--- src/rtl/wbr_pkg.sv ---
`default_nettype none
// ----------------------------------------------------------------------------
// wbr_pkg
// Shared widths, register indexes, controller command and status types and
// the pixel row saturation function of the waveform bin reducer.
// ----------------------------------------------------------------------------
package wbr_pkg;

    localparam int SAMPLE_BITS = 16;
    localparam int MAX_BIN     = 65535;

    localparam int CNT_W   = 16;
    localparam int HS_W    = 16;
    localparam int ROW_W   = 12;
    localparam int ROW_MAX = 4095;

    localparam int ABS_W  = SAMPLE_BITS - 1 + CNT_W;
    localparam int SQ_W   = 2 * (SAMPLE_BITS - 1) + CNT_W;
    localparam int FRAC   = SAMPLE_BITS - 1 + 8;
    localparam int MPROD_W = ABS_W + HS_W;
    localparam int MEAN_W = MPROD_W - (FRAC - 1);
    localparam int DIV_W  = SQ_W;
    localparam int ROOT_W = SAMPLE_BITS;
    localparam int RAD_W  = 2 * SAMPLE_BITS;
    localparam int RPROD_W = ROOT_W + HS_W;
    localparam int STEP_W = $clog2(DIV_W);

    localparam int CFG_IDX_W  = 2;
    localparam int CFG_DATA_W = 16;

    localparam logic [CFG_IDX_W-1:0] REG_SAMPLES_PER_BIN = 2'd0;
    localparam logic [CFG_IDX_W-1:0] REG_HEIGHT_SCALE    = 2'd1;
    localparam logic [CFG_IDX_W-1:0] REG_CENTER_ROW      = 2'd2;

    localparam logic [CNT_W-1:0] SPB_RESET    = 16'd1;
    localparam logic [HS_W-1:0]  HS_RESET     = 16'd10240;
    localparam logic [ROW_W-1:0] CENTER_RESET = 12'd40;

    typedef struct packed {
        logic in_ready;
        logic acc;
        logic mean_load;
        logic div_step;
        logic mean_done;
        logic sq_done;
        logic sqrt_step;
        logic prod_en;
        logic load_out;
    } t_cmd;

    typedef struct packed {
        logic in_valid;
        logic close;
        logic out_full;
    } t_sts;

    function automatic logic [ROW_W-1:0] to_row(input logic [DIV_W-1:0] off,
                                                input logic [ROW_W-1:0] center);
        logic [ROW_W:0]     sum;
        logic [ROW_W-1:0]   row;
        sum = {1'b0, center} + {1'b0, off[ROW_W-1:0]};
        if ((off > DIV_W'(ROW_MAX)) || sum[ROW_W]) begin
            row = ROW_W'(ROW_MAX);
        end else begin
            row = sum[ROW_W-1:0];
        end
        return row;
    endfunction

endpackage
`default_nettype wire

--- src/rtl/wbr_if.sv ---
`default_nettype none
// ----------------------------------------------------------------------------
// wbr_if
// Valid/ready channels of the waveform bin reducer: sample requests in,
// column requests out, register write requests.
// ----------------------------------------------------------------------------
interface wbr_in_if;
    import wbr_pkg::*;
    logic                          valid;
    logic                          ready;
    logic signed [SAMPLE_BITS-1:0] sample;
    logic                          window_end;
    modport source (output valid, output sample, output window_end, input ready);
    modport sink   (input valid, input sample, input window_end, output ready);
endinterface

interface wbr_out_if;
    import wbr_pkg::*;
    logic             valid;
    logic             ready;
    logic [ROW_W-1:0] mean_level;
    logic [ROW_W-1:0] rms_level;
    logic             partial_bin;
    logic             last_column;
    modport source (output valid, output mean_level, output rms_level,
                    output partial_bin, output last_column, input ready);
    modport sink   (input valid, input mean_level, input rms_level,
                    input partial_bin, input last_column, output ready);
endinterface

interface wbr_cfg_if;
    import wbr_pkg::*;
    logic                  valid;
    logic                  ready;
    logic [CFG_IDX_W-1:0]  index;
    logic [CFG_DATA_W-1:0] data;
    modport source (output valid, output index, output data, input ready);
    modport sink   (input valid, input index, input data, output ready);
endinterface
`default_nettype wire

--- src/rtl/wbr_ctrl.sv ---
`default_nettype none
// ----------------------------------------------------------------------------
// wbr_ctrl
// Sequencer: accumulate samples, then run the mean multiply, two bit-serial
// divisions, bit-serial root, RMS scaling and output load per closed column.
// ----------------------------------------------------------------------------
module wbr_ctrl (
    input  wire logic          i_clk,
    input  wire logic          i_rst_n,
    input  wire wbr_pkg::t_sts i_sts,
    output wbr_pkg::t_cmd      o_cmd
);
    import wbr_pkg::*;

    localparam logic [2:0] S_ACC  = 3'd0;
    localparam logic [2:0] S_MUL  = 3'd1;
    localparam logic [2:0] S_MDIV = 3'd2;
    localparam logic [2:0] S_SDIV = 3'd3;
    localparam logic [2:0] S_SQRT = 3'd4;
    localparam logic [2:0] S_PROD = 3'd5;
    localparam logic [2:0] S_OUT  = 3'd6;

    localparam logic [STEP_W-1:0] DIV_LAST  = STEP_W'(DIV_W - 1);
    localparam logic [STEP_W-1:0] SQRT_LAST = STEP_W'(ROOT_W - 1);

    logic [2:0]        r_state, n_state;
    logic [STEP_W-1:0] r_step, n_step;

    always_comb begin
        n_state = r_state;
        n_step  = r_step;
        o_cmd   = '0;
        unique case (r_state)
            S_ACC: begin
                o_cmd.in_ready = 1'b1;
                if (i_sts.in_valid) begin
                    o_cmd.acc = 1'b1;
                    if (i_sts.close) begin
                        n_state = S_MUL;
                    end
                end
            end
            S_MUL: begin
                o_cmd.mean_load = 1'b1;
                n_step  = '0;
                n_state = S_MDIV;
            end
            S_MDIV: begin
                o_cmd.div_step = 1'b1;
                if (r_step == DIV_LAST) begin
                    o_cmd.mean_done = 1'b1;
                    n_step  = '0;
                    n_state = S_SDIV;
                end else begin
                    n_step = r_step + 1'b1;
                end
            end
            S_SDIV: begin
                o_cmd.div_step = 1'b1;
                if (r_step == DIV_LAST) begin
                    o_cmd.sq_done = 1'b1;
                    n_step  = '0;
                    n_state = S_SQRT;
                end else begin
                    n_step = r_step + 1'b1;
                end
            end
            S_SQRT: begin
                o_cmd.sqrt_step = 1'b1;
                if (r_step == SQRT_LAST) begin
                    n_state = S_PROD;
                end else begin
                    n_step = r_step + 1'b1;
                end
            end
            S_PROD: begin
                o_cmd.prod_en = 1'b1;
                n_state = S_OUT;
            end
            S_OUT: begin
                if (!i_sts.out_full) begin
                    o_cmd.load_out = 1'b1;
                    n_state = S_ACC;
                end
            end
            default: begin
                n_state = S_ACC;
            end
        endcase
    end

    always_ff @(posedge i_clk) begin
        if (!i_rst_n) begin
            r_state <= S_ACC;
            r_step  <= '0;
        end else begin
            r_state <= n_state;
            r_step  <= n_step;
        end
    end

endmodule
`default_nettype wire

--- src/rtl/wbr_dp.sv ---
`default_nettype none
// ----------------------------------------------------------------------------
// wbr_dp
// Datapath: configuration registers, bin accumulators, shared restoring
// divider, restoring square root, level scaling and the output register.
// ----------------------------------------------------------------------------
module wbr_dp (
    input  wire logic                           i_clk,
    input  wire logic                           i_rst_n,
    input  wire wbr_pkg::t_cmd                  i_cmd,
    output wbr_pkg::t_sts                       o_sts,
    input  wire logic                           i_in_valid,
    input  wire logic signed [wbr_pkg::SAMPLE_BITS-1:0] i_sample,
    input  wire logic                           i_window_end,
    input  wire logic                           i_cfg_valid,
    input  wire logic [wbr_pkg::CFG_IDX_W-1:0]  i_cfg_index,
    input  wire logic [wbr_pkg::CFG_DATA_W-1:0] i_cfg_data,
    output logic                                o_cfg_ready,
    input  wire logic                           i_out_ready,
    output logic                                o_out_valid,
    output logic [wbr_pkg::ROW_W-1:0]           o_mean_level,
    output logic [wbr_pkg::ROW_W-1:0]           o_rms_level,
    output logic                                o_partial_bin,
    output logic                                o_last_column
);
    import wbr_pkg::*;

    localparam logic [CNT_W-1:0] MAX_LIMIT = CNT_W'(MAX_BIN);

    logic [CNT_W-1:0] r_spb;
    logic [HS_W-1:0]  r_hs;
    logic [ROW_W-1:0] r_center;

    logic [ABS_W-1:0] r_abs;
    logic [SQ_W-1:0]  r_sq;
    logic [CNT_W-1:0] r_cnt;
    logic             r_partial;
    logic             r_last;

    logic [DIV_W-1:0] r_dvd, n_dvd;
    logic [CNT_W:0]   r_rem, n_rem;
    logic [DIV_W-1:0] r_mean_off;

    logic [RAD_W-1:0]  r_rad;
    logic [ROOT_W-1:0] r_root, n_root;
    logic [ROOT_W+1:0] r_srem, n_srem;
    logic [RPROD_W-1:0] r_prod;

    logic             r_out_valid;
    logic [ROW_W-1:0] r_mean_lvl;
    logic [ROW_W-1:0] r_rms_lvl;
    logic             r_out_partial;
    logic             r_out_last;

    logic [SAMPLE_BITS-1:0] raw;
    logic [SAMPLE_BITS-1:0] mag;
    logic [RAD_W-1:0]       mag_sq;
    logic [CNT_W:0]         cnt_inc;
    logic [CNT_W-1:0]       limit;
    logic                   close;
    logic                   partial;
    logic [MPROD_W-1:0]     mprod;
    logic [CNT_W:0]         rem_sh;
    logic [CNT_W:0]         divisor;
    logic                   ge;
    logic [ROOT_W+1:0]      srem_sh;
    logic [ROOT_W+1:0]      trial;
    logic                   sge;
    logic [DIV_W-1:0]       rms_off;

    assign raw     = $unsigned(i_sample);
    assign mag     = raw[SAMPLE_BITS-1] ? (~raw + 1'b1) : raw;
    assign mag_sq  = RAD_W'(mag) * RAD_W'(mag);
    assign cnt_inc = {1'b0, r_cnt} + 1'b1;

    always_comb begin
        if (r_spb == '0) begin
            limit = CNT_W'(1);
        end else if (r_spb > MAX_LIMIT) begin
            limit = MAX_LIMIT;
        end else begin
            limit = r_spb;
        end
    end

    assign close   = (cnt_inc >= {1'b0, limit}) || i_window_end;
    assign partial = i_window_end && (cnt_inc < {1'b0, limit});

    assign mprod = MPROD_W'(r_abs) * MPROD_W'(r_hs);

    assign divisor = {1'b0, r_cnt};
    assign rem_sh  = {r_rem[CNT_W-1:0], r_dvd[DIV_W-1]};
    assign ge      = rem_sh >= divisor;
    assign n_rem   = ge ? (rem_sh - divisor) : rem_sh;
    assign n_dvd   = {r_dvd[DIV_W-2:0], ge};

    assign srem_sh = {r_srem[ROOT_W-1:0], r_rad[RAD_W-1 -: 2]};
    assign trial   = {r_root, 2'b01};
    assign sge     = srem_sh >= trial;
    assign n_srem  = sge ? (srem_sh - trial) : srem_sh;
    assign n_root  = {r_root[ROOT_W-2:0], sge};

    assign rms_off = DIV_W'(r_prod[RPROD_W-1:FRAC]);

    assign o_sts.in_valid = i_in_valid;
    assign o_sts.close    = close;
    assign o_sts.out_full = r_out_valid && !i_out_ready;

    assign o_cfg_ready = 1'b1;

    always_ff @(posedge i_clk) begin
        if (!i_rst_n) begin
            r_spb    <= SPB_RESET;
            r_hs     <= HS_RESET;
            r_center <= CENTER_RESET;
        end else if (i_cfg_valid) begin
            unique case (i_cfg_index)
                REG_SAMPLES_PER_BIN: r_spb    <= i_cfg_data;
                REG_HEIGHT_SCALE:    r_hs     <= i_cfg_data;
                REG_CENTER_ROW:      r_center <= i_cfg_data[ROW_W-1:0];
                default: begin
                end
            endcase
        end
    end

    always_ff @(posedge i_clk) begin
        if (!i_rst_n) begin
            r_abs <= '0;
            r_sq  <= '0;
            r_cnt <= '0;
        end else if (i_cmd.acc) begin
            r_abs <= r_abs + ABS_W'(mag);
            r_sq  <= r_sq + SQ_W'(mag_sq);
            r_cnt <= cnt_inc[CNT_W-1:0];
        end else if (i_cmd.load_out) begin
            r_abs <= '0;
            r_sq  <= '0;
            r_cnt <= '0;
        end
    end

    always_ff @(posedge i_clk) begin
        if (i_cmd.acc && close) begin
            r_partial <= partial;
            r_last    <= i_window_end;
        end
        if (i_cmd.mean_load) begin
            r_dvd <= DIV_W'(mprod[MPROD_W-1:FRAC-1]);
            r_rem <= '0;
        end else if (i_cmd.mean_done) begin
            r_mean_off <= n_dvd;
            r_dvd      <= r_sq;
            r_rem      <= '0;
        end else if (i_cmd.div_step) begin
            r_dvd <= n_dvd;
            r_rem <= n_rem;
        end
        if (i_cmd.sq_done) begin
            r_rad  <= n_dvd[RAD_W-1:0];
            r_root <= '0;
            r_srem <= '0;
        end else if (i_cmd.sqrt_step) begin
            r_rad  <= {r_rad[RAD_W-3:0], 2'b00};
            r_root <= n_root;
            r_srem <= n_srem;
        end
        if (i_cmd.prod_en) begin
            r_prod <= RPROD_W'(r_root) * RPROD_W'(r_hs);
        end
        if (i_cmd.load_out) begin
            r_mean_lvl    <= to_row(r_mean_off, r_center);
            r_rms_lvl     <= to_row(rms_off, r_center);
            r_out_partial <= r_partial;
            r_out_last    <= r_last;
        end
    end

    always_ff @(posedge i_clk) begin
        if (!i_rst_n) begin
            r_out_valid <= 1'b0;
        end else if (i_cmd.load_out) begin
            r_out_valid <= 1'b1;
        end else if (i_out_ready) begin
            r_out_valid <= 1'b0;
        end
    end

    assign o_out_valid   = r_out_valid;
    assign o_mean_level  = r_mean_lvl;
    assign o_rms_level   = r_rms_lvl;
    assign o_partial_bin = r_out_partial;
    assign o_last_column = r_out_last;

endmodule
`default_nettype wire

--- src/rtl/waveform_bin_reducer.sv ---
`default_nettype none
// ----------------------------------------------------------------------------
// waveform_bin_reducer
// Reduces runs of signed audio samples to display columns with a mean
// absolute level and an RMS level, scaled, offset and saturated to pixels.
// ----------------------------------------------------------------------------
// Samples are accepted one per cycle while a column fills. The sample that
// closes a column (count reached or window end) is followed by no sample
// requests during the mean multiply, two 46-step quotients through the
// shared bit-serial divider, 16 steps of the bit-serial square root, the
// RMS scaling and the load of the output register.
// A finished column waits in the output register while the next column
// fills; the load stretches only if the previous column is still not taken.
// Register writes are accepted in every cycle.
// ----------------------------------------------------------------------------
module waveform_bin_reducer (
    input  wire logic  i_clk,
    input  wire logic  i_rst_n,
    wbr_in_if.sink     i_in,
    wbr_out_if.source  o_out,
    wbr_cfg_if.sink    i_cfg
);
    import wbr_pkg::*;

    t_cmd cmd;
    t_sts sts;

    wbr_ctrl u_ctrl (
        .i_clk   (i_clk),
        .i_rst_n (i_rst_n),
        .i_sts   (sts),
        .o_cmd   (cmd)
    );

    wbr_dp u_dp (
        .i_clk         (i_clk),
        .i_rst_n       (i_rst_n),
        .i_cmd         (cmd),
        .o_sts         (sts),
        .i_in_valid    (i_in.valid),
        .i_sample      (i_in.sample),
        .i_window_end  (i_in.window_end),
        .i_cfg_valid   (i_cfg.valid),
        .i_cfg_index   (i_cfg.index),
        .i_cfg_data    (i_cfg.data),
        .o_cfg_ready   (i_cfg.ready),
        .i_out_ready   (o_out.ready),
        .o_out_valid   (o_out.valid),
        .o_mean_level  (o_out.mean_level),
        .o_rms_level   (o_out.rms_level),
        .o_partial_bin (o_out.partial_bin),
        .o_last_column (o_out.last_column)
    );

    assign i_in.ready = cmd.in_ready;

    a_close_stalls_input: assert property (@(posedge i_clk) disable iff (!i_rst_n)
        (i_in.valid && i_in.ready && sts.close) |=> !i_in.ready)
        else $error("sample request taken right after column close");

    a_no_input_while_dividing: assert property (@(posedge i_clk) disable iff (!i_rst_n)
        cmd.div_step |-> !i_in.ready)
        else $error("sample request open during division");

    a_partial_is_last: assert property (@(posedge i_clk) disable iff (!i_rst_n)
        o_out.valid |-> (!o_out.partial_bin || o_out.last_column))
        else $error("partial column not marked last");

    a_load_after_prod: assert property (@(posedge i_clk) disable iff (!i_rst_n)
        cmd.prod_en |=> !i_in.ready)
        else $error("sample request open before column load");

endmodule
`default_nettype wire
--- src/flat_wrapper.sv ---
// flat-port wrapper written by rule: the top's interface ports become plain ports
module waveform_bin_reducer_flat import wbr_pkg::*;
  (i_clk, i_rst_n, i_in_valid, i_in_sample, i_in_window_end, i_in_ready, o_out_valid, o_out_mean_level, o_out_rms_level, o_out_partial_bin, o_out_last_column, o_out_ready, i_cfg_valid, i_cfg_index, i_cfg_data, i_cfg_ready);
  wbr_in_if i_in_i ();
  wbr_out_if o_out_i ();
  wbr_cfg_if i_cfg_i ();
  input  wire logic i_clk;
  input  wire logic i_rst_n;
  input wire logic [$bits(i_in_i.valid)-1:0] i_in_valid;
  input wire logic [$bits(i_in_i.sample)-1:0] i_in_sample;
  input wire logic [$bits(i_in_i.window_end)-1:0] i_in_window_end;
  output wire logic [$bits(i_in_i.ready)-1:0] i_in_ready;
  output wire logic [$bits(o_out_i.valid)-1:0] o_out_valid;
  output wire logic [$bits(o_out_i.mean_level)-1:0] o_out_mean_level;
  output wire logic [$bits(o_out_i.rms_level)-1:0] o_out_rms_level;
  output wire logic [$bits(o_out_i.partial_bin)-1:0] o_out_partial_bin;
  output wire logic [$bits(o_out_i.last_column)-1:0] o_out_last_column;
  input wire logic [$bits(o_out_i.ready)-1:0] o_out_ready;
  input wire logic [$bits(i_cfg_i.valid)-1:0] i_cfg_valid;
  input wire logic [$bits(i_cfg_i.index)-1:0] i_cfg_index;
  input wire logic [$bits(i_cfg_i.data)-1:0] i_cfg_data;
  output wire logic [$bits(i_cfg_i.ready)-1:0] i_cfg_ready;
  assign i_in_i.valid = i_in_valid;
  assign i_in_i.sample = i_in_sample;
  assign i_in_i.window_end = i_in_window_end;
  assign i_in_ready = i_in_i.ready;
  assign o_out_valid = o_out_i.valid;
  assign o_out_mean_level = o_out_i.mean_level;
  assign o_out_rms_level = o_out_i.rms_level;
  assign o_out_partial_bin = o_out_i.partial_bin;
  assign o_out_last_column = o_out_i.last_column;
  assign o_out_i.ready = o_out_ready;
  assign i_cfg_i.valid = i_cfg_valid;
  assign i_cfg_i.index = i_cfg_index;
  assign i_cfg_i.data = i_cfg_data;
  assign i_cfg_ready = i_cfg_i.ready;
  waveform_bin_reducer u_core (.i_clk(i_clk), .i_rst_n(i_rst_n), .i_in(i_in_i), .o_out(o_out_i), .i_cfg(i_cfg_i));
endmodule
--- config.mk ---
export PLATFORM = sky130hd
export DESIGN_NAME = waveform_bin_reducer_flat
export DESIGN_NICKNAME = d
export VERILOG_FILES = /design/src/rtl/wbr_pkg.sv /design/src/rtl/wbr_if.sv /design/src/rtl/wbr_ctrl.sv /design/src/rtl/wbr_dp.sv /design/src/rtl/waveform_bin_reducer.sv /design/src/flat_wrapper.sv
export SDC_FILE = /design/constraint.sdc
export NUM_CORES = 2
export LEC_CHECK = 0
export BUFFER_PORTS_ARGS = -buffer_cell sky130_fd_sc_hd__buf_4
export CORE_MARGIN = 2
export CORE_UTILIZATION = 35
export CTS_CLUSTER_DIAMETER = 150
export DETAILED_ROUTE_END_ITERATION = 10
export SKIP_CTS_REPAIR_TIMING = 1
export SKIP_LAST_GASP = 1
export SLEW_MARGIN = 20
export SYNTH_ARGS = -nofsm -noshare
export SYNTH_HDL_FRONTEND = slang
export SYNTH_SLANG_ARGS = --single-unit
--- constraint.sdc ---
create_clock -name i_clk -period 8.15 [get_ports i_clk]
set_clock_uncertainty 0.05 [all_clocks]
set_input_delay 0.4075 -clock i_clk [delete_from_list [all_inputs] [get_ports i_clk]]
set_output_delay 0.4075 -clock i_clk [all_outputs]
set_load 0.005 [all_outputs]
==> results.txt <==
----------------------------------------------------
[STA]
  Worst-Margin Slew ... 1090 ps
  Min setup slack post-route ... between 500 and 600 ps
  Sum of negative setup slack ... 0 ps
  Max-slew violation count ... 0
  Crit share post-route ... 0.930
  Final critical-path required period ... 7580 ps
  Count of final hold-check violations ... 0
  Unrepaired setup endpoints after global routing ... no
  Final setup fails ... 0
  Maximum clock rate ... around 0.13 GHz
  Slew margin rel. ... 0.272

[GRT]
  Initial antenna violation count ... 1
  Wire length of the first global-routing pass ... 209,000 um
  Total congestion overflow ... 0
  Number of global-route vias before repair ... ~38,000
  Global-route usage over all layers ... 0.184
  Maximum number of pins on one net before global-route repair ... just over 70

[Yosys]
  Share of Yosys cell area claimed by the top area cell type ... 0.325
  Proportion of synthesized chip area in sequential cells ... 0.175
  Count of distinct cell types in the synthesized netlist ... 86
  Register bit count reported by yosys ... 356
  Syn Area/Cell ... 8.83 sq um
  Ranking of synthesized cells by area ... fa_1, ha_1, dfxtp_1, edfxtp_1, inv_1
  Count of flip-flops with a built-in enable after synthesis ... between 100 and 150
  Cells after synthesis ... about 5,500
  Proportion of register bits with asynchronous set or reset after synthesis ... 0
  Synthesis warning total ... 0
  Main flop type after synthesis ... dfxtp_1
  Post-synthesis cell type with the largest combined area ... fa_1
  Post-synthesis instance area ... approximately 0.049 sq mm

[Setup path]
  Critical Path, Cell by Cell ... buf_4 -> buf_4 -> nand2_1 -> fa_1 -> inv_1 -> fa_1 -> inv_1 -> fa_1 -> inv_1 -> fa_1 -> fa_1 -> fa_1 -> ha_1 -> a21oi_1 -> o21ai_0 -> a41oi_1 -> a21boi_0 -> a31oi_1 -> nand2b_1 -> a21oi_1 -> xor2_1 -> o21ai_0
  Slack of the worst reg-to-reg path ... about 570 ps
  Worst Path Required ... around 8400 ps
  Critical Path Stages ... 22
  Category of cells accounting for the largest share of critical-path delay ... adder cells
  CP bufs+invs ... 5
  Destination of the worst register-to-register timing path ... u_core.u_dp.r_dvd[20]
  Data arrival time of the critical path ... slightly below 8000 ps
  Highest-delay cell along the critical path ... dfxtp_2
  Reg-to-Reg Start ... u_core.u_dp.r_hs[3]
  Crit. End Element ... register
  Length in cells of the worst reg-to-reg path ... 22
  Cell occurring most often along the worst timing path ... fa_1
  Startpoint type of the worst setup path ... register
  Slowest Stage Delay on Critical Path ... 900 ps
  Maximum fanout along the worst path ... 25
  Critical Setup Path Class ... reg -> reg

[Placed design]
  Post-placement cell count ... ~7,300
  Placer congestion estimate ... a little under 0.9
  PortBufs ... 67
  Pre-CTS setup slack ... -59.8 ps
  Final HPWL from detailed placement ... 103,000 um

[Power and ir drop]
  Part of the power in the clock network ... 0.106
  Static leakage ... about 0.026 uW
  Power density over the cells ... between 300 and 400 mW/mm^2
  Share of total power in combinational logic ... 0.745
  Internal Power ... 9280 uW
  Relative contribution of sequential cells to total power ... 0.148
  Switching share of power ... 0.471
  Net load switching power ... between 8000 and 9000 uW
  PnR Total Power ... 17,500 uW
  Maximum vdd ir drop ... ~0.0010 V

[Detailed routing]
  Number of DRC violations after detailed-routing iteration 0 ... between 2,000 and 2,500
  # DRC ... 0
  Via density ... roughly 5
  Number of nets with antenna violations after routing ... 0
  Via count ... ~37,000
  Router iterations before antenna repair ... 5
  Wire per inst ... roughly 17 um
  Total Wirelength ... between 100,000 and 150,000 um

[Clocking]
  Clk Latency, worst-skew pair ... approximately 600 ps
  CTS tree ... done
  Root Driver ... clkbuf_16
  H-tree depth reported by CTS ... 2
  Clock-pin slew of the registers on the worst-case setup and hold paths ... roughly 60 ps
  Maximum number of buffers from clock root to sink ... 3
  Number of buffers created by CTS ... 44
  Clock net sink count ... approximately 360

[Floorplan]
  Height of the chip ... about 380 um
  IO Pins ... 69
  Total core area ... ~0.14 sq mm
  Row cnt ... 136
  Initial standard-cell utilization of the core ... 0.354
  Die W ... ~380 um
  Floorplan die area ... about 0.14 sq mm

[Layout]
  Post-layout utilization of the core ... 0.388
  NumNets Final ... 6,819
  Area growth from synthesis to layout ... 9.75%
  Layout filler cell count ... approximately 14,000
  Ant. Diodes ... 0
  Fraction of final layout cells with drive strength greater than 1 ... 0.0702
  Number of cells in the finished layout apart from fillers ... between 7,000 and 8,000

[Worst hold path]
  Hold path startpoint ... i_cfg_data[3]
  Type of the worst min-delay path ... in -> reg
  Destination of the worst hold path ... u_core.u_dp.r_center[3]
  Cell count of the worst hold path ... 3

[Flow run]
  Number of violations of the max-capacitance limit ... 0

[Outcome]
  Status ... complete, no violations

----------------------------------------------------
routing by layer:
metal	global-route usage	share of wire
met5	0	0
met2	0.308	0.48
met1	0.257	0.45
met3	0.0208	0.052
met4	0.0377	0.020
layout by cell type, fill, tap and decap left out, drive strengths merged, types with 76 or more instances in the layout:
cell type     n
fa          792
a21o         76
edfxtp      140
o21ai       179
buf         267
a21oi       146
ha          414
nand2       948
nand3        96
inv        1078
and2        250
nor2        196
xnor2        84
dfxtp       216
worst max path at each step:
stage	start	end
final	u_core.u_dp.r_hs[3]	u_core.u_dp.r_dvd[20]
after global routing	i_in_sample[3]	u_core.u_dp.r_sq[34]
after CTS	u_core.u_dp.r_hs[3]	u_core.u_dp.r_prod[31]
after detailed placement	i_in_sample[3]	u_core.u_dp.r_sq[41]
after global placement	i_in_sample[3]	u_core.u_dp.r_sq[43]
after floorplan	i_in_sample[3]	u_core.u_dp.r_sq[41]
cell families (layout without fill, tap and decap cells):
group / after synthesis / count (layout) / synth area share
AND/OR/NAND/NOR: 1745 / 1745 / 0.164
other: 2 / 11 / 0.000154
AO/OA/AOI/OAI: 671 / 671 / 0.0890
buffers and inverters: 1346 / 1426 / 0.104
flip-flops: 356 / 356 / 0.175
multiplexers: 47 / 47 / 0.00973
XOR/XNOR: 147 / 147 / 0.0269
adder cells (fa/ha/maj): 1206 / 1206 / 0.431
Yosys cell counts, drive strengths merged, types with 6 or more instances:
cell type / number
inv: 1073
nand2: 948
fa: 792
ha: 414
clkbuf: 253
and2: 250
dfxtp: 216
nor2: 196
o21ai: 179
a21oi: 146
edfxtp: 140
nand3: 96
xnor2: 84
a21o: 76
a21boi: 69
xor2: 63
nor3: 51
nor2b: 46
mux2i: 44
a211oi: 43
and3: 35
a22oi: 34
nand2b: 31
nand4: 29
buf: 17
o21bai: 16
a31oi: 15
nor4: 15
o31ai: 15
o21a: 13
or3: 13
and4: 7
o2111ai: 7
a41o: 6
o211ai: 6
or2: 6
power groups by stage:
stage               sequential, uW  combinational (uW)  clock (uW)
finish                        2600               13100        1870
global placement              2630               13000           0
floorplan                     2380                8980           0
CTS                           2600               13100        1900
detailed placement            2630               13000           0
global route                  2630               14800        1990
stage by stage:
stage / instance area, sq um / hold slack, ps
after floorplan: 48800 / 350
after global placement: 52100 / 365
after detailed placement: 52100 / 356
after CTS: 53500 / -70.6
after global routing: 53500 / 17.3
final: 53500 / 16.6
sequential cells by signal, summed over array words and instances (netlist names), 6 cells and up:
register and cells:
u_core.u_ctrl.r_step 6, u_core.u_dp.o_mean_level 12, u_core.u_dp.o_rms_level 12, u_core.u_dp.r_abs 31
u_core.u_dp.r_center 12, u_core.u_dp.r_cnt 16, u_core.u_dp.r_dvd 46, u_core.u_dp.r_hs 16
u_core.u_dp.r_mean_off 46, u_core.u_dp.r_prod 9, u_core.u_dp.r_rad 32, u_core.u_dp.r_rem 16
u_core.u_dp.r_root 16, u_core.u_dp.r_spb 16, u_core.u_dp.r_sq 46, u_core.u_dp.r_srem 16
worst min-delay path: cells and delay by family:
kind,cells,cell delay (ps)
buffers and inverters,1,110
AND/OR/NAND/NOR,2,120
layout make-up:
type	instances	area, sq um	area share
multi-input combinational	3827	35200	0.659
sequential	356	8540	0.160
inverter	1076	4040	0.0755
tap	1794	2240	0.0420
timing repair buffer	268	2050	0.0384
clock buffer	58	1180	0.0221
clock inverter	24	193	0.00360
Power figures use the tool's default switching activity.
